File: src/design/dcps_pkg.sv
// ----------------------------------------------------------------------------
// dcps_pkg: shared types and constants of the dma channel program sequencer
// holds the write descriptor, step codes, mode bits and page port table
// ----------------------------------------------------------------------------
package dcps_pkg;

	localparam int unsigned PortW  = 10;
	localparam int unsigned AddrW  = 24;
	localparam int unsigned CountW = 18;
	localparam int unsigned ChanW  = 3;

	localparam int unsigned QueueDepthDefault = 2;

	// configuration register indexes
	localparam logic CFG_LOW_BASE  = 1'b0;
	localparam logic CFG_HIGH_BASE = 1'b1;

	localparam logic [PortW-1:0] LOW_BASE_RESET  = 10'd0;
	localparam logic [PortW-1:0] HIGH_BASE_RESET = 10'd192;

	// 8237 mode register bits
	localparam logic [7:0] MODE_SINGLE  = 8'h40;
	localparam logic [7:0] MODE_WRITE   = 8'h04;
	localparam logic [7:0] MODE_READ    = 8'h08;
	localparam logic [7:0] MODE_CASCADE = 8'hC0;

	// register offsets in units of the port stride
	localparam logic [PortW-1:0] OFF_MASK = 10'd10;
	localparam logic [PortW-1:0] OFF_MODE = 10'd11;
	localparam logic [PortW-1:0] OFF_FFC  = 10'd12;

	localparam logic [CountW-1:0] BYTE_LIMIT = 18'h10000;
	localparam logic [CountW-1:0] WORD_LIMIT = 18'h20000;

	// step of the programming sequence
	typedef logic [2:0] step_t;
	localparam step_t STEP_MODE   = 3'd0;
	localparam step_t STEP_FFC    = 3'd1;
	localparam step_t STEP_ADDR_L = 3'd2;
	localparam step_t STEP_ADDR_H = 3'd3;
	localparam step_t STEP_PAGE   = 3'd4;
	localparam step_t STEP_CNT_L  = 3'd5;
	localparam step_t STEP_CNT_H  = 3'd6;
	localparam step_t STEP_MASK   = 3'd7;

	// one classified request, ready to be played out
	typedef struct packed {
		logic             error;
		logic             cascade;
		logic [7:0]       mode_byte;
		logic [7:0]       mask_byte;
		logic [15:0]      addr;
		logic [7:0]       page;
		logic [15:0]      cnt;
		logic [PortW-1:0] mode_port;
		logic [PortW-1:0] ffc_port;
		logic [PortW-1:0] addr_port;
		logic [PortW-1:0] cnt_port;
		logic [PortW-1:0] page_port;
		logic [PortW-1:0] mask_port;
	} desc_t;

	function automatic logic [PortW-1:0] page_port_of(input logic [ChanW-1:0] chan);
		logic [PortW-1:0] p;
		case (chan)
			3'd0:    p = 10'h087;
			3'd1:    p = 10'h083;
			3'd2:    p = 10'h081;
			3'd3:    p = 10'h082;
			3'd4:    p = 10'h08F;
			3'd5:    p = 10'h08B;
			3'd6:    p = 10'h089;
			3'd7:    p = 10'h08A;
			default: p = 10'h087;
		endcase
		return p;
	endfunction

endpackage

File: src/design/dcps_if.sv
// ----------------------------------------------------------------------------
// dcps_if: request and port write channels
// valid/ready channels carrying set-up requests and port writes
// ----------------------------------------------------------------------------
interface dcps_req_if;
	logic                          valid;
	logic                          ready;
	logic                          mode;
	logic                          to_memory;
	logic [dcps_pkg::AddrW-1:0]    phys_addr;
	logic [dcps_pkg::CountW-1:0]   byte_count;
	logic [dcps_pkg::ChanW-1:0]    channel;

	modport source (output valid, output mode, output to_memory, output phys_addr,
		output byte_count, output channel, input ready);
	modport sink (input valid, input mode, input to_memory, input phys_addr,
		input byte_count, input channel, output ready);
endinterface

interface dcps_wr_if;
	logic                          valid;
	logic                          ready;
	logic [dcps_pkg::PortW-1:0]    port;
	logic [7:0]                    data;
	logic                          error;
	logic                          last;

	modport source (output valid, output port, output data, output error, output last,
		input ready);
	modport sink (input valid, input port, input data, input error, input last,
		output ready);
endinterface

File: src/design/dma_channel_program_sequencer.sv
// ----------------------------------------------------------------------------
// dma_channel_program_sequencer: 8237 channel programming sequencer
// turns one dma set-up request into the port writes that program the channel
// ----------------------------------------------------------------------------
// Each transfer on req is one set-up request for channel 0..7 of a cascaded
// pair of 8237 controllers; each transfer on wr is one i/o port write. A
// normal request gives eight writes (mode, flip-flop clear, address low and
// high, page, count low and high, unmask), a cascade request gives two (mode,
// unmask) and an impossible request (count too large, or an odd address on a
// word channel) gives a single write flagged error with port and data zero.
// last marks the final write of each answer. Channels 4..7 use the high
// controller with port stride two, halved address and halved count. The wr
// channel carries one write per cycle while wr.ready is high; that output
// sequencer is the limit on throughput. The request side classifies in the
// accept cycle and lands in a short queue, so req keeps taking requests
// while writes are still going out and the queue has room; the first write
// is held in the queue and then in the output register. The controller
// bases are written through cfg_we/cfg_index/cfg_wdata (index 0 low base,
// 1 high base) and must only change while no request is in flight.
module dma_channel_program_sequencer #(
	parameter int unsigned QueueDepth = dcps_pkg::QueueDepthDefault
) (
	input  logic                       clk,
	input  logic                       arst_n,
	input  logic                       cfg_we,
	input  logic                       cfg_index,
	input  logic [dcps_pkg::PortW-1:0] cfg_wdata,
	dcps_req_if.sink                   req,
	dcps_wr_if.source                  wr
);

	// controller base registers
	logic [dcps_pkg::PortW-1:0] low_base_q;
	logic [dcps_pkg::PortW-1:0] high_base_q;

	// classified request heading for the queue
	dcps_pkg::desc_t in_desc;
	dcps_pkg::desc_t head_desc;
	logic            queue_full;
	logic            head_valid;
	logic            pop;

	always_ff @(posedge clk or negedge arst_n) begin
		if (!arst_n) begin
			low_base_q  <= dcps_pkg::LOW_BASE_RESET;
			high_base_q <= dcps_pkg::HIGH_BASE_RESET;
		end else if (cfg_we) begin
			case (cfg_index)
				dcps_pkg::CFG_LOW_BASE:  low_base_q  <= cfg_wdata;
				dcps_pkg::CFG_HIGH_BASE: high_base_q <= cfg_wdata;
				default: ;
			endcase
		end
	end

	// front: work out the whole write sequence as the request is taken
	dcps_front u_front (
		.mode       (req.mode),
		.to_memory  (req.to_memory),
		.phys_addr  (req.phys_addr),
		.byte_count (req.byte_count),
		.channel    (req.channel),
		.low_base   (low_base_q),
		.high_base  (high_base_q),
		.desc       (in_desc)
	);

	// a request is taken whenever the queue has room
	assign req.ready = !queue_full;

	dcps_queue #(
		.Depth (QueueDepth)
	) u_queue (
		.clk        (clk),
		.arst_n     (arst_n),
		.push       (req.valid),
		.push_desc  (in_desc),
		.full       (queue_full),
		.pop        (pop),
		.head_valid (head_valid),
		.head_desc  (head_desc)
	);

	// back: one port write per cycle from the head of the queue while wr.ready allows
	dcps_back u_back (
		.clk        (clk),
		.arst_n     (arst_n),
		.head_valid (head_valid),
		.head_desc  (head_desc),
		.pop        (pop),
		.out_ready  (wr.ready),
		.out_valid  (wr.valid),
		.out_port   (wr.port),
		.out_data   (wr.data),
		.out_error  (wr.error),
		.out_last   (wr.last)
	);

endmodule

File: src/design/dcps_front.sv
// ----------------------------------------------------------------------------
// dcps_front: request classifier
// checks a request and works out every port and byte of its sequence
// ----------------------------------------------------------------------------
module dcps_front (
	input  logic                           mode,
	input  logic                           to_memory,
	input  logic [dcps_pkg::AddrW-1:0]     phys_addr,
	input  logic [dcps_pkg::CountW-1:0]    byte_count,
	input  logic [dcps_pkg::ChanW-1:0]     channel,
	input  logic [dcps_pkg::PortW-1:0]     low_base,
	input  logic [dcps_pkg::PortW-1:0]     high_base,
	output dcps_pkg::desc_t                desc
);

	logic                          word;
	logic [1:0]                    c;
	logic [dcps_pkg::PortW-1:0]    base;
	logic [dcps_pkg::PortW-1:0]    stride;
	logic [dcps_pkg::PortW-1:0]    addr_port;
	logic [dcps_pkg::CountW-1:0]   cnt_full;
	logic [dcps_pkg::AddrW-1:0]    a;
	logic                          too_big;

	always_comb begin
		word      = channel[2];
		c         = channel[1:0];
		base      = word ? high_base : low_base;
		stride    = word ? 10'd2 : 10'd1;
		addr_port = base + ((word ? 10'd4 : 10'd2) * {8'd0, c});
		a         = word ? {1'b0, phys_addr[dcps_pkg::AddrW-1:1]} : phys_addr;
		cnt_full  = (word ? {1'b0, byte_count[dcps_pkg::CountW-1:1]} : byte_count) - 18'd1;
		too_big   = word ? (byte_count > dcps_pkg::WORD_LIMIT || phys_addr[0])
		                 : (byte_count > dcps_pkg::BYTE_LIMIT);

		desc.cascade   = mode;
		desc.error     = !mode && too_big;
		desc.mode_byte = mode ? (dcps_pkg::MODE_CASCADE | {6'd0, c})
		                      : (dcps_pkg::MODE_SINGLE | {6'd0, c} |
		                         (to_memory ? dcps_pkg::MODE_WRITE : dcps_pkg::MODE_READ));
		desc.mask_byte = {6'd0, c};
		desc.addr      = a[15:0];
		desc.page      = phys_addr[23:16];
		desc.cnt       = cnt_full[15:0];
		desc.mode_port = base + stride * dcps_pkg::OFF_MODE;
		desc.ffc_port  = base + stride * dcps_pkg::OFF_FFC;
		desc.mask_port = base + stride * dcps_pkg::OFF_MASK;
		desc.addr_port = addr_port;
		desc.cnt_port  = addr_port + stride;
		desc.page_port = dcps_pkg::page_port_of(channel);
	end

endmodule

File: src/design/dcps_queue.sv
// ----------------------------------------------------------------------------
// dcps_queue: descriptor queue
// short first-in first-out store between the classifier and the sequencer
// ----------------------------------------------------------------------------
module dcps_queue #(
	parameter int unsigned Depth = dcps_pkg::QueueDepthDefault
) (
	input  logic            clk,
	input  logic            arst_n,
	input  logic            push,
	input  dcps_pkg::desc_t push_desc,
	output logic            full,
	input  logic            pop,
	output logic            head_valid,
	output dcps_pkg::desc_t head_desc
);

	localparam int unsigned PtrW = (Depth > 1) ? $clog2(Depth) : 1;
	localparam int unsigned CntW = $clog2(Depth + 1);
	localparam logic [PtrW-1:0] PtrLast  = PtrW'(Depth - 1);
	localparam logic [CntW-1:0] CntDepth = CntW'(Depth);

	dcps_pkg::desc_t mem_q [Depth];
	logic [PtrW-1:0] wr_ptr_q;
	logic [PtrW-1:0] rd_ptr_q;
	logic [CntW-1:0] count_q;
	logic            do_push;
	logic            do_pop;

	assign full       = (count_q == CntDepth);
	assign head_valid = (count_q != '0);
	assign head_desc  = mem_q[rd_ptr_q];
	assign do_push    = push && !full;
	assign do_pop     = pop && head_valid;

	always_ff @(posedge clk) begin
		if (do_push) begin
			mem_q[wr_ptr_q] <= push_desc;
		end
	end

	always_ff @(posedge clk or negedge arst_n) begin
		if (!arst_n) begin
			wr_ptr_q <= '0;
			rd_ptr_q <= '0;
			count_q  <= '0;
		end else begin
			if (do_push) begin
				wr_ptr_q <= (wr_ptr_q == PtrLast) ? '0 : wr_ptr_q + 1'b1;
			end
			if (do_pop) begin
				rd_ptr_q <= (rd_ptr_q == PtrLast) ? '0 : rd_ptr_q + 1'b1;
			end
			if (do_push && !do_pop) begin
				count_q <= count_q + 1'b1;
			end else if (do_pop && !do_push) begin
				count_q <= count_q - 1'b1;
			end
		end
	end

endmodule

File: src/design/dcps_back.sv
// ----------------------------------------------------------------------------
// dcps_back: port write sequencer
// steps through the head descriptor and drives one port write per transfer
// ----------------------------------------------------------------------------
module dcps_back (
	input  logic                        clk,
	input  logic                        arst_n,
	input  logic                        head_valid,
	input  dcps_pkg::desc_t             head_desc,
	output logic                        pop,
	input  logic                        out_ready,
	output logic                        out_valid,
	output logic [dcps_pkg::PortW-1:0]  out_port,
	output logic [7:0]                  out_data,
	output logic                        out_error,
	output logic                        out_last
);

	dcps_pkg::step_t            step_q;
	dcps_pkg::step_t            step_next;
	logic                       valid_q;
	logic [dcps_pkg::PortW-1:0] port_q;
	logic [7:0]                 data_q;
	logic                       error_q;
	logic                       last_q;
	logic                       load;
	logic [dcps_pkg::PortW-1:0] cur_port;
	logic [7:0]                 cur_data;
	logic                       cur_last;

	always_comb begin
		case (step_q)
			dcps_pkg::STEP_MODE: begin
				cur_port = head_desc.mode_port;
				cur_data = head_desc.mode_byte;
			end
			dcps_pkg::STEP_FFC: begin
				cur_port = head_desc.ffc_port;
				cur_data = 8'd0;
			end
			dcps_pkg::STEP_ADDR_L: begin
				cur_port = head_desc.addr_port;
				cur_data = head_desc.addr[7:0];
			end
			dcps_pkg::STEP_ADDR_H: begin
				cur_port = head_desc.addr_port;
				cur_data = head_desc.addr[15:8];
			end
			dcps_pkg::STEP_PAGE: begin
				cur_port = head_desc.page_port;
				cur_data = head_desc.page;
			end
			dcps_pkg::STEP_CNT_L: begin
				cur_port = head_desc.cnt_port;
				cur_data = head_desc.cnt[7:0];
			end
			dcps_pkg::STEP_CNT_H: begin
				cur_port = head_desc.cnt_port;
				cur_data = head_desc.cnt[15:8];
			end
			dcps_pkg::STEP_MASK: begin
				cur_port = head_desc.mask_port;
				cur_data = head_desc.mask_byte;
			end
			default: begin
				cur_port = head_desc.mode_port;
				cur_data = head_desc.mode_byte;
			end
		endcase
		// an impossible request answers with a single blank write
		if (head_desc.error) begin
			cur_port = '0;
			cur_data = 8'd0;
		end
		cur_last = head_desc.error || (step_q == dcps_pkg::STEP_MASK);
		if (cur_last) begin
			step_next = dcps_pkg::STEP_MODE;
		end else if (head_desc.cascade) begin
			step_next = dcps_pkg::STEP_MASK;
		end else begin
			step_next = step_q + 3'd1;
		end
	end

	assign load = head_valid && (!valid_q || out_ready);
	assign pop  = load && cur_last;

	always_ff @(posedge clk or negedge arst_n) begin
		if (!arst_n) begin
			valid_q <= 1'b0;
			step_q  <= dcps_pkg::STEP_MODE;
		end else begin
			if (load) begin
				valid_q <= 1'b1;
				step_q  <= step_next;
			end else if (out_ready) begin
				valid_q <= 1'b0;
			end
		end
	end

	always_ff @(posedge clk) begin
		if (load) begin
			port_q  <= cur_port;
			data_q  <= cur_data;
			error_q <= head_desc.error;
			last_q  <= cur_last;
		end
	end

	assign out_valid = valid_q;
	assign out_port  = port_q;
	assign out_data  = data_q;
	assign out_error = error_q;
	assign out_last  = last_q;

endmodule
File: src/flat_wrapper.sv
// flat-port wrapper written by rule: the top's interface ports become plain ports
module dma_channel_program_sequencer_flat 
#(
	parameter int unsigned QueueDepth = dcps_pkg::QueueDepthDefault
)
  (clk, arst_n, cfg_we, cfg_index, cfg_wdata, req_valid, req_mode, req_to_memory, req_phys_addr, req_byte_count, req_channel, req_ready, wr_valid, wr_port, wr_data, wr_error, wr_last, wr_ready);
  dcps_req_if req_i ();
  dcps_wr_if wr_i ();
  input  logic clk;
  input  logic arst_n;
  input  logic cfg_we;
  input  logic cfg_index;
  input  logic [dcps_pkg::PortW-1:0] cfg_wdata;
  input wire logic [$bits(req_i.valid)-1:0] req_valid;
  input wire logic [$bits(req_i.mode)-1:0] req_mode;
  input wire logic [$bits(req_i.to_memory)-1:0] req_to_memory;
  input wire logic [$bits(req_i.phys_addr)-1:0] req_phys_addr;
  input wire logic [$bits(req_i.byte_count)-1:0] req_byte_count;
  input wire logic [$bits(req_i.channel)-1:0] req_channel;
  output wire logic [$bits(req_i.ready)-1:0] req_ready;
  output wire logic [$bits(wr_i.valid)-1:0] wr_valid;
  output wire logic [$bits(wr_i.port)-1:0] wr_port;
  output wire logic [$bits(wr_i.data)-1:0] wr_data;
  output wire logic [$bits(wr_i.error)-1:0] wr_error;
  output wire logic [$bits(wr_i.last)-1:0] wr_last;
  input wire logic [$bits(wr_i.ready)-1:0] wr_ready;
  assign req_i.valid = req_valid;
  assign req_i.mode = req_mode;
  assign req_i.to_memory = req_to_memory;
  assign req_i.phys_addr = req_phys_addr;
  assign req_i.byte_count = req_byte_count;
  assign req_i.channel = req_channel;
  assign req_ready = req_i.ready;
  assign wr_valid = wr_i.valid;
  assign wr_port = wr_i.port;
  assign wr_data = wr_i.data;
  assign wr_error = wr_i.error;
  assign wr_last = wr_i.last;
  assign wr_i.ready = wr_ready;
  dma_channel_program_sequencer #(.QueueDepth(QueueDepth)) u_core (.clk(clk), .arst_n(arst_n), .cfg_we(cfg_we), .cfg_index(cfg_index), .cfg_wdata(cfg_wdata), .req(req_i), .wr(wr_i));
endmodule
File: config.mk
export PLATFORM = sky130hd
export DESIGN_NAME = dma_channel_program_sequencer_flat
export DESIGN_NICKNAME = d
export VERILOG_FILES = /design/src/design/dcps_pkg.sv /design/src/design/dcps_if.sv /design/src/design/dma_channel_program_sequencer.sv /design/src/design/dcps_front.sv /design/src/design/dcps_queue.sv /design/src/design/dcps_back.sv /design/src/flat_wrapper.sv
export SDC_FILE = /design/constraint.sdc
export NUM_CORES = 1
export LEC_CHECK = 0
export BUFFER_PORTS_ARGS = -buffer_cell sky130_fd_sc_hd__buf_2
export CAP_MARGIN = 20
export CORE_MARGIN = 5
export CORE_UTILIZATION = 40
export DETAILED_ROUTE_END_ITERATION = 8
export PLACE_DENSITY = 0.65
export SYNTH_ARGS = -nofsm -noshare
export SYNTH_HDL_FRONTEND = slang
export SYNTH_HIERARCHICAL = 1
export SYNTH_SLANG_ARGS = --single-unit
export TNS_END_PERCENT = 5
File: constraint.sdc
create_clock -name clk -period 7 [get_ports clk]
set_clock_uncertainty 0.2 [all_clocks]
set_input_delay 0.7 -clock clk [delete_from_list [all_inputs] [get_ports clk]]
set_output_delay 0.7 -clock clk [all_outputs]
set_load 0.05 [all_outputs]
# After elaboration in Yosys (flattened, before gate mapping)

Memories as Yosys holds them, arrays and structs flattened.
Index checks and enable logic that the tools add are counted.

Memory bits (read-only): 32
Memories kept: 2
Logic and storage cells: 83
Register bits after elaboration: 48
Output and inout port bits: 22
Memory bits (writable): 224

Memories:

| name                 | depth | width | rd ports | clocked after memory_dff | write ports | line             | RTL |
|---|---|---|---|---|---|---|---|
| u_core.u_queue.mem_q | 2     | 112   | 1        | 0                        | 1           | dcps_queue.sv:23 | `dcps_pkg::desc_t mem_q [Depth];` |
| (no name shown)      | 8     | 4     | 1        | 0                        | 0           | dcps_pkg.sv:65   | `case (chan)` |

Eq/ne operators: 8
Magnitude comparators: 2
$add $sub $neg: 11
Multipliers: 4
Bitwise logic cells: 2
Reductions and logical operators: 23
Mux-type cells: 20

Operators by type and width:

| kind                                                                              | count |
|---|---|
| 8-bit one-hot mux with 8 select lines                                             | 1 |
| 10-bit one-hot mux with 6 select lines                                            | 1 |
| 16-bit 2-to-1 mux                                                                 | 2 |
| 10-bit by 6-bit adder with 10-bit output                                          | 3 |
| 18-bit by 17-bit greater-than comparator with 1-bit output, second input constant | 1 |
| 18-bit greater-than comparator, second input constant                             | 1 |
| 16-bit by 1-bit subtractor with 16-bit output, second input constant              | 1 |
| 3-bit equality test, second input constant                                        | 4 |
| 10-bit by 2-bit adder with 10-bit output                                          | 1 |
| 10-bit by 5-bit adder with 10-bit output                                          | 1 |
| 10-bit 2-to-1 mux                                                                 | 1 |
| 3-bit 2-to-1 mux                                                                  | 3 |
| 8-bit 2-to-1 mux                                                                  | 1 |
| 1-bit logical AND                                                                 | 7 |
| 1-bit 2-to-1 mux                                                                  | 7 |
| 7-bit by 4-bit OR with 7-bit output                                               | 1 |
| 3-bit by 2-bit equality test with 1-bit output, second input constant             | 2 |
| 2-bit by 4-bit multiplier with 6-bit output, second input constant                | 1 |
| 2-bit 2-to-1 mux                                                                  | 3 |
| 2-bit nonzero test                                                                | 3 |
| 1-bit logical NOT                                                                 | 5 |
| 2-bit by 3-bit multiplier with 5-bit output, second input constant                | 1 |
| 3-bit by 2-bit multiplier with 5-bit output                                       | 1 |
| 2-bit by 2-bit multiplier with 4-bit output, second input constant                | 1 |
| 12 further kinds                                                                  | 17 |

# Depth between registers and ports, before layout

Gate-level depths: netlist of the first run.

Depth in word-level cells: 8
Mapped depth: 15
Mapped depth without buffers: 11

# Hierarchy

Netlist of the first run, hierarchy kept.

By module, submodules not included:

| module                        | cells each | area an instance (µm²) | seq. area each (µm²) | instances |
|---|---|---|---|---|
| dcps_queue                    | 386        | 8755.9                 | 7186.9               | 1 |
| dcps_front                    | 311        | 2336.0                 | 0.0                  | 1 |
| dcps_back                     | 174        | 1756.7                 | 700.7                | 1 |
| dma_channel_program_sequencer | 44         | 763.2                  | 503.0                | 1 |

# Least setup slack after synthesis of the first run

Ideal clock, no wire load.

Path kind: input to register
Start point: in req_valid
End point: mem u_core/u_queue/mem_q[0][0] (netlist name), enable pin
Setup time: 0.596 ns
Setup slack: 0.509 ns
Stages: 2
Arrival: 5.695 ns
Path through: nand2_1 > nor2_1

Cells in the longest elaborated chain, start to end: 3

RTL lines:

| what                                   | line               | RTL |
|---|---|---|
| from (decl)                            | flat_wrapper.sv:14 | `input wire logic [$bits(req_i.valid)-1:0] req_valid;` |
| 1-bit logical AND                      | dcps_queue.sv:33   | `assign do_push = push && !full;` |
| 1-bit 2-to-1 mux                       | dcps_queue.sv:37   | `if (do_push) begin` |
| 1-bit 2-to-1 mux (implied by the code) | dcps_queue.sv:38   | `mem_q[wr_ptr_q] <= push_desc;` |
| to (decl)                              | dcps_queue.sv:23   |  |

No other way between the ends.

==> metrics.md, run 1 <==
| Metric | Value |
|---|---|
| Status | `finished clean` |
| CP Launch Type | `input pin` |
| Synth async-reset ratio | `9.859%` |
| Top cells by count, synth | `256 x edfxtp_1, 164 x mux2_2, 46 x nor2_1` |
| Hpwl dp | `18170 um` |
| DR vias/cell | `5.132` |
| Synth Warn # | `6` |
| RSZ-0062 raised after global routing | `no` |
| Antenna cells | `0` |
| Die ar. | `37820 um^2` |
| Netlist Area Pre-Place | `between 10000 and 15000 um^2` |
| Die Y-Extent | `194.5 um` |
| Sequential share of the synthesized area | `61.64%` |
| WL/cell | `19.16 um` |
| Boundary Pins | `85` |
| Cell taking the most area after synthesis | `edfxtp_1` |
| Tot GR Track Use | `14.21%` |
| Critical-path cell list | `buf_4, mux2_2, ha_1, ha_1, fa_1, a21oi_1, a211oi_1, xnor2_1, and4bb_1, xor2_1` |
| Tmin final | `approximately 3500 ps` |
| Worst-margin pin slew | `1123 ps` |
| Grt met1 use | `a little over a fifth` |
| Post-CTS Setup Inserts | `0` |
| CTS sink count | `284` |
| Reg2reg end | `u_core/u_queue/mem_q[1][29]$_DFFE_PP_` |
| R2R Path Start | `u_core/low_base_q[1]$_DFFE_PN0P_` |
| Final net count | `1061` |
| Netlist cell types | `70` |
| Leakage | `5.360 nW` |
| Area grow syn2layout | `10.64%` |
| Maximum VDD drop | `0.2213 mV` |
| Slew headroom | `25.14%` |
| Final Hold Fails | `0` |
| Starting density of the core | `40.59%` |
| Seq pwr share | `42.3%` |
| Routed WL | `27610 um` |
| Routability cong. | `0.7776` |
| R2R depth | `11` |
| Area fraction of the dominant cell type after synthesis | `56.48%` |
| CTS buffer count | `28` |
| Hold depth | `1` |
| Pin count of the biggest net entering global routing | `67` |
| # DRC | `0` |
| Hold endpoint | `u_core/u_queue/mem_q[0][78]$_DFFE_PP_` |
| I/O Buffers | `84` |
| Gate Count Post-Synth | `915` |
| Seq cells post-synth | `284` |
| Met3 GRT Util | `approximately 1.8%` |
| Hold Crit Start | `req_phys_addr[18]` |
| Post-synth EDFFs | `~260` |
| Final setup viols | `0` |
| Crit. End Element | `register` |
| Worst Path Max Fanout | `33` |
| Fmax | `288.7 MHz` |
| CTS tree | `done` |
| FF-to-FF setup slack | `between 3000 and 4000 ps` |
| CP Data Required Time | `7170 ps` |
| Top FF cell, synth | `edfxtp_1` |
| Switching power total | `0.002125 W` |
| Pwr/cell area | `415.7 nW/um^2` |
| CTS HTree Levels | `1` |
| CTS clk-pin slew, worst paths | `~60 ps` |
| Root buffer cell | `clkbuf_16` |
| CP Class | `in2reg` |
| DRT Pass-1 Iters | `5` |
| First-pass GRT wire length | `43320 um` |
| Clock power share | `24.2%` |
| Hold Buf Count CTS | `1` |
| Post-route clock period utilization | `49.49%` |
| CTS max path bufs | `3` |
| Int Power | `0.004136 W` |
| Overall die width | `194.5 um` |
| Vias in the first global route | `7628` |
| DR iter-0 viols | `~620` |
| Logic gate share of total power | `33.4%` |
| Share of cells above drive strength 1 | `32.63%` |
| Slowest CP cell | `fa_1` |
| Top-count cell post-synth | `edfxtp_1` |
| Ranking of synthesized cells by area | `edfxtp_1 56%, mux2_2 14%, dfrtp_1 4.8%` |
| Avg Cell Area, Syn | `14.88 um^2` |
| Fin Setup TNS | `0 ps` |
| Initial antenna violation count | `0` |
| Num rows | `67` |
| Post-route ant nets | `0` |
| Most used routing layer | `met2` |
| Clk_lat worst skew | `540 ps` |
| Total grt overflow | `0` |
| Pins Over Slew Limit | `0` |
| Resized cells post-CTS | `0` |
| Final Power | `0.006261 W` |
| Worst path arrival time | `3630 ps` |
| Tightest Hold Check Type | `in2reg` |
| Cell mode on critical path | `ha_1` |
| Met2 usage | `~23%` |
| Vias after detailed routing | `about 7.4k` |
| Crit-path max cell delay | `410 ps` |
| Core area | `approximately 34000 um^2` |
| Max-Cap Viols | `0` |
| Switch share | `33.94%` |
## area by class of cell
type | instances | area (um^2)
Fill cell | 3001 | 18470
Clock buffer | 33 | 740.7
Sequential cell | 284 | 8394
Timing Repair Buffer | 92 | 485.5
Multi-Input combinational cell | 544 | 4607
Clock inverter | 19 | 193.9
Inverter | 21 | 78.83
Tap cell | 448 | 560.5
## worst max path at each step
stage                         startpoint  slack (ps)  cells after the start                               endpoint
final                     req_channel[2]        3540                     10  u_core/u_queue/mem_q[1][29]$_DFFE_PP_
after global routing      req_channel[2]        3350                     12  u_core/u_queue/mem_q[1][29]$_DFFE_PP_
after CTS                 req_channel[2]        3550                     10  u_core/u_queue/mem_q[1][29]$_DFFE_PP_
after detailed placement  req_channel[2]        2980                     10  u_core/u_queue/mem_q[0][29]$_DFFE_PP_
after global placement    req_channel[2]        3140                     10  u_core/u_queue/mem_q[0][29]$_DFFE_PP_
after floorplan                req_valid         510                      2   u_core/u_queue/mem_q[0][0]$_DFFE_PP_
## layer usage
metal / routed length (um) / share of wire, %
met3: 1304 / 4.7
met5: 0 / 0
met2: 12880 / 47
met1: 12940 / 47
met4: 488 / 1.8
## registers in the layout (all words and copies together) (netlist names)
register	flops
u_core/u_back/out_error	1
u_core/u_back/out_port	10
u_core/u_queue/mem_q	236
u_core/low_base_q	10
u_core/u_back/step_q	3
u_core/u_back/out_last	1
u_core/u_back/out_valid	1
u_core/u_queue/wr_ptr_q	1
u_core/u_back/out_data	8
u_core/u_queue/rd_ptr_q	1
u_core/high_base_q	10
u_core/u_queue/count_q	2
## critical path, delay by kind of cell
| family | cells | cell delay [ps] |
|---|---|---|
| buffers and inverters | 1 | 340 |
| and+or+nand+nor | 1 | 260 |
| muxes | 1 | 390 |
| adders and majority gates | 3 | 910 |
| xor gates and xnor gates | 2 | 560 |
| AOI/OAI and AO/OA | 2 | 440 |
## cells by family (layout without fill, tap and decap cells)
kind of cell / count (synthesis) / count (layout) / synth area share, %
DFF: 284 / 284 / 61.64
muxes: 181 / 181 / 14.95
and+or+nand+nor: 154 / 154 / 5.966
AOI/OAI and AO/OA: 108 / 108 / 5.929
buffers and inverters: 100 / 165 / 4.964
xor gates and xnor gates: 59 / 59 / 3.796
adders and majority gates: 27 / 27 / 2.703
other: 2 / 15 / 0.05517
## layout by cell type (no fill, tap or decap), types with 9 or more instances in the layout
| cell | n |
|---|---|
| nor2b_1 | 9 |
| dfrtp_1 | 25 |
| xnor2_1 | 39 |
| o21ai_0 | 13 |
| ha_1 | 23 |
| mux2_2 | 164 |
| a221oi_1 | 11 |
| nand2_1 | 38 |
| nor2_1 | 45 |
| a222oi_1 | 12 |
| clkbuf_16 | 29 |
| inv_1 | 20 |
| buf_2 | 83 |
| conb_1 | 15 |
| a21oi_1 | 24 |
| mux2i_1 | 14 |
| xor2_1 | 20 |
| edfxtp_1 | 256 |
| a211oi_1 | 14 |
| nand3_1 | 11 |
## power by group through the flow
| stage | sequential, W | combinational (W) | clock, W |
|---|---|---|---|
| 3_5_place_dp | 0.00269 | 0.00210 | 0 |
| 3_3_place_gp | 0.00267 | 0.00209 | 0 |
| 6_report | 0.00265 | 0.00209 | 0.00152 |
| 2_1_floorplan | 0.00284 | 0.00148 | 0 |
| 5_1_grt | 0.00270 | 0.00225 | 0.00163 |
| 4_1_cts | 0.00266 | 0.00212 | 0.00156 |
## stage by stage
stage          cell area [um^2]  setup slack [ps]  utilization [%]  instances  hold slack (ps)
6_report                  15060              3536            44.91       1441            149.0
5_1_grt                   15060              3349            44.91       1441            132.9
4_1_cts                   15060              3551            44.91       1441            123.1
3_5_place_dp              14120              2982            42.10       1388            277.8
3_3_place_gp              14120              3140            42.10       1388            270.4
2_1_floorplan             13660             509.3                -        928            204.4
Power figures use the tool's default switching activity.
==> run 2: changes to the inputs <==
--- a/config.mk
+++ b/config.mk
@@ -5,12 +5,13 @@
 export SDC_FILE = /design/constraint.sdc
 export NUM_CORES = 1
 export LEC_CHECK = 0
+export ABC_AREA = 1
 export BUFFER_PORTS_ARGS = -buffer_cell sky130_fd_sc_hd__buf_2
 export CAP_MARGIN = 20
 export CORE_MARGIN = 5
 export CORE_UTILIZATION = 40
 export DETAILED_ROUTE_END_ITERATION = 8
-export PLACE_DENSITY = 0.65
+export PLACE_DENSITY = 0.67
 export SYNTH_ARGS = -nofsm -noshare
 export SYNTH_HDL_FRONTEND = slang
 export SYNTH_HIERARCHICAL = 1
==> constraint.sdc (replaced) <==
create_clock -name clk -period 3.15 [get_ports clk]
set_clock_uncertainty 0.2 [all_clocks]
set_input_delay 0.315 -clock clk [delete_from_list [all_inputs] [get_ports clk]]
set_output_delay 0.315 -clock clk [all_outputs]
set_load 0.05 [all_outputs]
==> metrics.md, run 2 <==
| Metric | Value |
|---|---|
| Hpwl dp | `21940 um (was 18170 um)` |
| Leakage | `7.005 nW (was 5.360 nW)` |
| Crit-path max cell delay | `520 ps (was 410 ps)` |
| Pwr/cell area | `859.7 nW/um^2 (was 415.7 nW/um^2)` |
| CP Class | `in2reg (unchanged)` |
| Initial antenna violation count | `0 (unchanged)` |
| Post-synthesis xor/xnor area fraction | `2.338% (was 3.796%)` |
| Post-route clock period utilization | `a little over nine tenths` |
| Worst path bufs/invs | `5 (was 1)` |
| Largest family of logic cells by synthesized area | `simple AND/OR/NAND/NOR gates (was multiplexers)` |
| Cell taking the most area after synthesis | `edfxtp_1 (unchanged)` |
| Adder-cell area share of the yosys netlist | `2.584% (was 2.702%)` |
| Num rows | `69 (was 67)` |
| Synth Area in Compound Gates | `2.857% (was 5.929%)` |
| CTS max path bufs | `3 (unchanged)` |
| DR iter-0 viols | `908 (was 624)` |
| Antenna cells | `0 (unchanged)` |
| Most frequent cells in the layout | `623 x nand2_1, 256 x edfxtp_1, 128 x nand3_1 (was 256 x edfxtp_1, 164 x mux2_2, 83 x buf_2)` |
| Top cells by count, synth | `623 x nand2_1, 256 x edfxtp_1, 128 x nand3_1 (was 256 x edfxtp_1, 164 x mux2_2, 46 x nor2_1)` |
| Netlist Area Pre-Place | `14230 um^2 (was 13610 um^2)` |
| Vias in the first global route | `9464 (was 7628)` |
| Top Metal Used | `met4 (unchanged)` |
| Top FF cell, synth | `edfxtp_1 (unchanged)` |
| CTS buffer count | `29 (was 28)` |
| Final net count | `1649 (was 1061)` |
| Status | `finished clean (unchanged)` |
| Boundary Pins | `85 (unchanged)` |
| Max-Cap Viols | `0 (unchanged)` |
| Worst path arrival time | `3090 ps (was 3630 ps)` |
| WP depth | `16 (was 10)` |
| Tightest Hold Check Type | `in2reg (unchanged)` |
| Placement-stage cell area | `14810 um^2 (was 14120 um^2)` |
| Routed WL | `32480 um (was 27610 um)` |
| Final Hold Fails | `0 (unchanged)` |
| CTS sink count | `284 (unchanged)` |
| Routability cong. | `0.9010 (was 0.7776)` |
| Fin worst setup slack | `155.1 ps (was 3536 ps)` |
| Avg Cell Area, Syn | `9.885 um^2 (was 14.88 um^2)` |
| # DRC | `0 (unchanged)` |
| Root buffer cell | `clkbuf_16 (unchanged)` |
| Share of cells above drive strength 1 | `13.97% (was 32.63%)` |
| Slowest CP cell | `dlygate4sd3_1 (was fa_1)` |
| Post-route cell area | `16200 um^2 (was 15060 um^2)` |
| RSZ-0062 raised after global routing | `yes (was no)` |
| I/O Buffers | `84 (unchanged)` |
| CP Launch Type | `input pin (unchanged)` |
| Tmin final | `2995 ps` |
| Tot GR Track Use | `16.35% (was 14.21%)` |
| Largest register FFs | `236 (unchanged)` |
| Die ar. | `39460 um^2 (was 37820 um^2)` |
| Commonest non-fill, non-tap cell in the layout | `nand2_1 (was edfxtp_1)` |
| CP Data Required Time | `3250 ps (was 7170 ps)` |
| Total grt overflow | `0 (unchanged)` |
| Post-CTS Setup Inserts | `0 (unchanged)` |
| CTS HTree Levels | `1 (unchanged)` |
| Final Util | `45.87% (was 44.91%)` |
| Delay-heaviest family, CP | `adder cells (unchanged)` |
| Slew headroom | `36.87% (was 25.14%)` |
| Proportion of synthesized area in mux cells | `0% (was 14.95%)` |
| Final setup viols | `0 (unchanged)` |
| Starting density of the core | `40.31% (was 40.59%)` |
| Crit. End Element | `register (unchanged)` |
| First-pass GRT wire length | `51840 um (was 43320 um)` |
| Maximum VDD drop | `1.271 mV (was 0.2213 mV)` |
| Fillers | `3264 (was 3001)` |
| WL/cell | `15.90 um (was 19.16 um)` |
| Worst hold slack | `27.83 ps (was 149.0 ps)` |
| CTS clk-pin slew, worst paths | `60 ps (about the same)` |
| Overall die width | `198.6 um (was 194.5 um)` |
| Seq cells post-synth | `284 (unchanged)` |
| Synth async-reset ratio | `9.859% (unchanged)` |
| Metal-1 WL | `15120 um (was 12940 um)` |
| Area grow syn2layout | `13.78% (was 10.64%)` |
| Post-route ant nets | `0 (unchanged)` |
| Pin count of the biggest net entering global routing | `120 (was 67)` |
| Vias after detailed routing | `9965 (was 7395)` |
| Ranking of synthesized cells by area | `edfxtp_1 54%, nand2_1 16%, dfrtp_1 4.6% (was edfxtp_1 56%, mux2_2 14%, dfrtp_1 4.8%)` |
| Synth Warn # | `6 (unchanged)` |
| Core area | `35310 um^2 (was 33530 um^2)` |
| Met3 wire len | `2142 um (was 1304 um)` |
| Pins Over Slew Limit | `0 (unchanged)` |
| Final Power | `0.01392 W (was 0.006261 W)` |
| Netlist cell types | `45 (was 70)` |
| Worst Path Max Fanout | `3 (was 33)` |
| DRT Pass-1 Iters | `5 (unchanged)` |
| R2R depth | `16 (was 11)` |
| Top reg by flops | `u_core/u_queue/mem_q (unchanged)` |
| Die Y-Extent | `198.6 um (was 194.5 um)` |
| Critical-path cell list | `dlygate4sd3_1, buf_2, inv_1, o21ai_0, ha_1, ha_1, fa_1, nand2_1, inv_1, nand3_1, nor2_2, nand2_1, nor2_2, nand3_1, nand2_1, inv_1 (was buf_4, mux2_2, ha_1, ha_1, fa_1, a21oi_1, a211oi_1, xnor2_1, and4bb_1, xor2_1)` |
| Worst-margin pin slew | `947.0 ps (was 1123 ps)` |
| Clk_lat worst skew | `560 ps (was 540 ps)` |
| Post-synth EDFFs | `256 (unchanged)` |
| Area fraction of the dominant cell type after synthesis | `54.00% (was 56.48%)` |
| Gate Count Post-Synth | `1440 (was 915)` |
| Hold depth | `3 (was 1)` |
| Top-count cell post-synth | `nand2_1 (was edfxtp_1)` |
| Sequential share of the synthesized area | `58.94% (was 61.64%)` |
| Post-Synth Simple-Gate Area | `25.34% (was 5.966%)` |
| Fmax | `333.9 MHz` |
| Setup slack at placement | `16.76 ps (was 2982 ps)` |
| CTS tree | `done (unchanged)` |
| Met2 WL post-DR | `14580 um (was 12880 um)` |
| DR vias/cell | `4.878 (was 5.132)` |
-- run 2: cell count changes after synthesis, sizes merged, moves of 12 or more --
cell and delta:
nand2 +595, mux2 -165, nand3 +127, inv +56, xnor2 -33, buf +22
a211oi -20, o21ai +18, nor2 +17, mux2i -16, a222oi -12, xor2 +12
-- run 2: through the flow --
stage / cells / setup TNS (ps)
4_1_cts: 2043 / 0
5_1_grt: 2043 / -186.5
6_report: 2043 / 0
3_3_place_gp: 1936 / 0
3_5_place_dp: 1936 / 0
2_1_floorplan: 1453 / -60090
-- run 2: final cells by class --
type	count	area (um^2)	area share, %
timing repair buffer	171	1294	7.988
clock buffer	41	770.7	4.759
clock inverter	13	73.82	0.4558
sequential	284	8394	51.83
tap	461	576.8	3.561
multi-input combinational	996	4792	29.59
inverter	77	295.3	1.823
-- run 2: power breakdown --
group	leakage, nW	switching, W	total (W)	internal, W
Clock	0.408	0.00138	0.00308	0.00171
Combinational	3.86	0.00380	0.00520	0.00141
Sequential	2.74	0.000249	0.00564	0.00539
Total	7.01	0.00542	0.0139	0.00850
-- run 2: cell families (layout without fill, tap and decap cells) --
group	after synthesis	count (layout)
simple gates	853	853
flops	284	284
buf+inv	173	302
compound gates	63	63
xor+xnor	38	38
fa+ha+maj	27	27
other cells	2	15
-- run 2: tightest hold or removal path, cell delays in order --
cell and delay (ps):
buf_2 80, or2_1 100, o21ai_2 100
-- run 2: per-layer routing --
metal | vias up | global-route usage (%)
li1 | 4924 | -
met3 | 59 | 2.591
met5 | - | 0
met4 | 0 | 4.078
met1 | 4672 | 24.35
met2 | 310 | 25.22
-- run 2: timing repair --
action	4_1_cts	5_1_grt
setup endpoints to repair	0	4
resized for setup	0	2
hold endpoints to repair	120	0
hold buffers	53	0
-- run 2: path summary, 6_finish.rpt --
kind	from	to	slack (ps)
worst min register to register	u_core/high_base_q[7]$_DFFE_PN1P_	u_core/high_base_q[7]$_DFFE_PN1P_	270
worst min-delay path	req_byte_count[0]	u_core/u_queue/mem_q[0][60]$_DFFE_PP_	30
min in group asynchronous	arst_n	u_core/u_queue/count_q[1]$_DFFE_PN0P_	150
max in group asynchronous	arst_n	u_core/u_queue/rd_ptr_q$_DFFE_PN0P_	2050
worst max register to register	u_core/low_base_q[2]$_DFFE_PN0P_	u_core/u_queue/mem_q[1][29]$_DFFE_PP_	210
worst max-delay path	req_channel[0]	u_core/u_queue/mem_q[1][29]$_DFFE_PP_	160
==> run 3: changes to the inputs <==
--- a/config.mk
+++ b/config.mk
@@ -9,9 +9,9 @@
 export BUFFER_PORTS_ARGS = -buffer_cell sky130_fd_sc_hd__buf_2
 export CAP_MARGIN = 20
 export CORE_MARGIN = 5
-export CORE_UTILIZATION = 40
+export CORE_UTILIZATION = 55
 export DETAILED_ROUTE_END_ITERATION = 8
-export PLACE_DENSITY = 0.67
+export PLACE_DENSITY = 0.85
 export SYNTH_ARGS = -nofsm -noshare
 export SYNTH_HDL_FRONTEND = slang
 export SYNTH_HIERARCHICAL = 1
==> metrics.md, run 3 (synthesis gave the netlist of run 2 again) <==
| Metric | Value |
|---|---|
| Status | `finished clean (unchanged)` |
| DR vias/cell | `5.510 (was 4.878)` |
| Hold Crit Start | `req_byte_count[11] (was req_byte_count[0])` |
| Hpwl dp | `21620 um (was 21940 um)` |
| Commonest non-fill, non-tap cell in the layout | `nand2_1 (unchanged)` |
| Seq pwr share | `39.7% (was 40.5%)` |
| Share of cells above drive strength 1 | `14.36% (was 13.97%)` |
| CP Data Required Time | `3240 ps (was 3250 ps)` |
| Core area | `25330 um^2 (was 35310 um^2)` |
| Crit. End Element | `register (unchanged)` |
| Boundary Pins | `85 (unchanged)` |
| CTS tree | `done (unchanged)` |
| Final Util | `63.73% (was 45.87%)` |
| Cell mode on critical path | `nand2_1` |
| Num rows | `58 (was 69)` |
| Tightest Hold Check Type | `in2reg (unchanged)` |
| Pins Over Slew Limit | `0 (unchanged)` |
| Area grow syn2layout | `13.40% (was 13.78%)` |
| First-pass GRT wire length | `53610 um (was 51840 um)` |
| Vias after detailed routing | `10.54k (was 9965)` |
| Vias in the first global route | `10.11k (was 9464)` |
| Most used routing layer | `met2 (unchanged)` |
| CP Class | `reg2reg (was in2reg)` |
| Grt met1 use | `30.94% (was 24.35%)` |
| Final setup viols | `0 (unchanged)` |
| Routability cong. | `0.8895 (was 0.9010)` |
| Overall die width | `170.9 um (was 198.6 um)` |
| Most frequent cells in the layout | `623 x nand2_1, 256 x edfxtp_1, 128 x nand3_1 (unchanged)` |
| R2R Path Start | `u_core/low_base_q[1]$_DFFE_PN0P_ (was u_core/low_base_q[2]$_DFFE_PN0P_)` |
| CP Launch Point | `u_core/low_base_q[1]$_DFFE_PN0P_ (was req_channel[0])` |
| Switching power total | `0.005621 W (was 0.005424 W)` |
| DRT Pass-1 Iters | `6 (was 5)` |
| R2R depth | `15 (was 16)` |
| Maximum VDD drop | `0.6704 mV (was 1.271 mV)` |
| Slew headroom | `37.14% (was 36.87%)` |
| Logic gate share of total power | `36.2% (was 37.4%)` |
| Pin count of the biggest net entering global routing | `96 (was 120)` |
| Routed WL | `33950 um (was 32480 um)` |
| I/O Buffers | `84 (unchanged)` |
| Clk_lat worst skew | `570 ps (was 560 ps)` |
| Delay-heaviest family, CP | `adder cells (unchanged)` |
| Tot GR Track Use | `23.27% (was 16.35%)` |
| Fmax | `334.6 MHz (was 333.9 MHz)` |
| Worst path arrival time | `3080 ps (was 3090 ps)` |
| CTS clk-pin slew, worst paths | `60 ps (about the same)` |
| Crit-path max cell delay | `520 ps (about the same)` |
| Switch share | `39.04% (was 38.96%)` |
| CTS max path bufs | `3 (unchanged)` |
| Starting density of the core | `56.20% (was 40.31%)` |
| CTS buffer count | `29 (unchanged)` |
| Leakage | `7.040 nW (was 7.005 nW)` |
| CP Launch Type | `register (was input pin)` |
| Tmin final | `2989 ps (was 2995 ps)` |
| Hold depth | `4 (was 3)` |
| Worst Path Max Fanout | `3 (unchanged)` |
| Worst hold slack | `69.09 ps (was 27.83 ps)` |
| DR iter-0 viols | `1281 (was 908)` |
| CTS sink count | `284 (unchanged)` |
| Total grt overflow | `0 (unchanged)` |
| Max-Cap Viols | `0 (unchanged)` |
| Top reg by flops | `u_core/u_queue/mem_q (unchanged)` |
| Worst path bufs/invs | `3 (was 5)` |
| Post-route ant nets | `0 (unchanged)` |
| Int Power | `0.008777 W (was 0.008500 W)` |
| Largest register FFs | `236 (unchanged)` |
| WL/cell | `17.76 um (was 15.90 um)` |
| Post-route clock period utilization | `94.89% (was 95.08%)` |
| Final Hold Fails | `0 (unchanged)` |
| Root buffer cell | `clkbuf_16 (unchanged)` |
| CTS HTree Levels | `1 (unchanged)` |
| Die ar. | `29200 um^2 (was 39460 um^2)` |
| Die Y-Extent | `170.9 um (was 198.6 um)` |
| Pwr/cell area | `892.0 nW/um^2 (was 859.7 nW/um^2)` |
| Clock power share | `24.1% (was 22.1%)` |
| WP depth | `15 (was 16)` |
| Met3 GRT Util | `3.882% (was 2.591%)` |
| Initial antenna violation count | `1 (was 0)` |
| Critical-path cell list | `inv_1, nor2_2, a21oi_1, inv_1, ha_1, ha_1, fa_1, nand2_1, inv_1, nand2_1, nor2_1, nand2_1, nor2_1, nand2_1, xor2_1 (was dlygate4sd3_1, buf_2, inv_1, o21ai_0, ha_1, ha_1, fa_1, nand2_1, inv_1, nand3_1, nor2_2, nand2_1, nor2_2, nand3_1, nand2_1, inv_1)` |
| Met2 usage | `39.10% (was 25.22%)` |
| Worst-margin pin slew | `943.0 ps (was 947.0 ps)` |
| Final net count | `1649 (unchanged)` |
| Slowest CP cell | `fa_1 (was dlygate4sd3_1)` |
| # DRC | `0 (unchanged)` |
run 3: cell count changes in the layout (fill, tap and decap cells not counted), sizes merged:
cell,delta
clkbuf,-8
bufinv,+4
clkinvlp,+4
buf,-2
dlygate4sd3,+2
clkinv,-1
diode,+1
run 3: worst paths after layout:
kind	slack [ps]	endpoint
worst max-delay path	160	u_core/u_queue/mem_q[0][28]$_DFFE_PP_
worst min-delay path	70	u_core/u_queue/mem_q[0][70]$_DFFE_PP_
worst max register to register	160	u_core/u_queue/mem_q[0][28]$_DFFE_PP_
worst min register to register	270	u_core/high_base_q[9]$_DFFE_PN0P_
max in group asynchronous	2070	u_core/u_queue/rd_ptr_q$_DFFE_PN0P_
min in group asynchronous	140	u_core/u_queue/rd_ptr_q$_DFFE_PN0P_
run 3: routing by layer:
metal	share of wire [%]	routed length, um
met4	3.7	1265
met3	9.2	3114
met2	48	16260
met1	39	13310
met5	0	0
run 3: power groups by stage:
| stage | registers (W) | logic [W] | clock network (W) |
|---|---|---|---|
| final | 0.00572 | 0.00521 | 0.00347 |
| after global routing | 0.00579 | 0.00566 | 0.00367 |
| after CTS | 0.00570 | 0.00512 | 0.00349 |
| after detailed placement | 0.00577 | 0.00504 | 0 |
| after global placement | 0.00572 | 0.00490 | 0 |
| after floorplan | 0.00622 | 0.00348 | 0 |
run 3: tightest hold or removal path, cell delays in order:
cell	delay, ps
buf_2	110
nand2_2	60
o21ai_2	90
xor2_1	90
run 3: timing repair:
| item | 4_1_cts | 5_1_grt |
|---|---|---|
| hold buffers | 55 | 0 |
| hold endpoints to repair | 122 | 0 |
| gates resized for setup | 0 | 4 |
| setup endpoints to repair | 0 | 4 |
| buffers inserted | 0 | 1 |
run 3: area by class of cell:
type	instances	area, um^2
fillers	1829	9185
multi-input cells	996	4790
well taps	330	412.9
inverters	77	295.3
repair buffers	171	1286
clock inverters	20	220.2
flip-flops and latches	284	8394
diodes	1	2.502
clock buffers	33	740.7
run 3: through the flow:
step / cell area, um^2 / TNS [ps] / setup WS [ps] / cells / total power [W]
after global placement: 14610 / 0 / 97.84 / 1802 / 0.01062
final: 16140 / 0 / 160.9 / 1912 / 0.01440
after CTS: 16120 / 0 / 142.4 / 1910 / 0.01431
after detailed placement: 14610 / -58.29 / -26.44 / 1802 / 0.01081
after global routing: 16140 / -22.27 / -11.34 / 1912 / 0.01512
after floorplan: 14290 / -60090 / -507.7 / 1453 / 0.009698
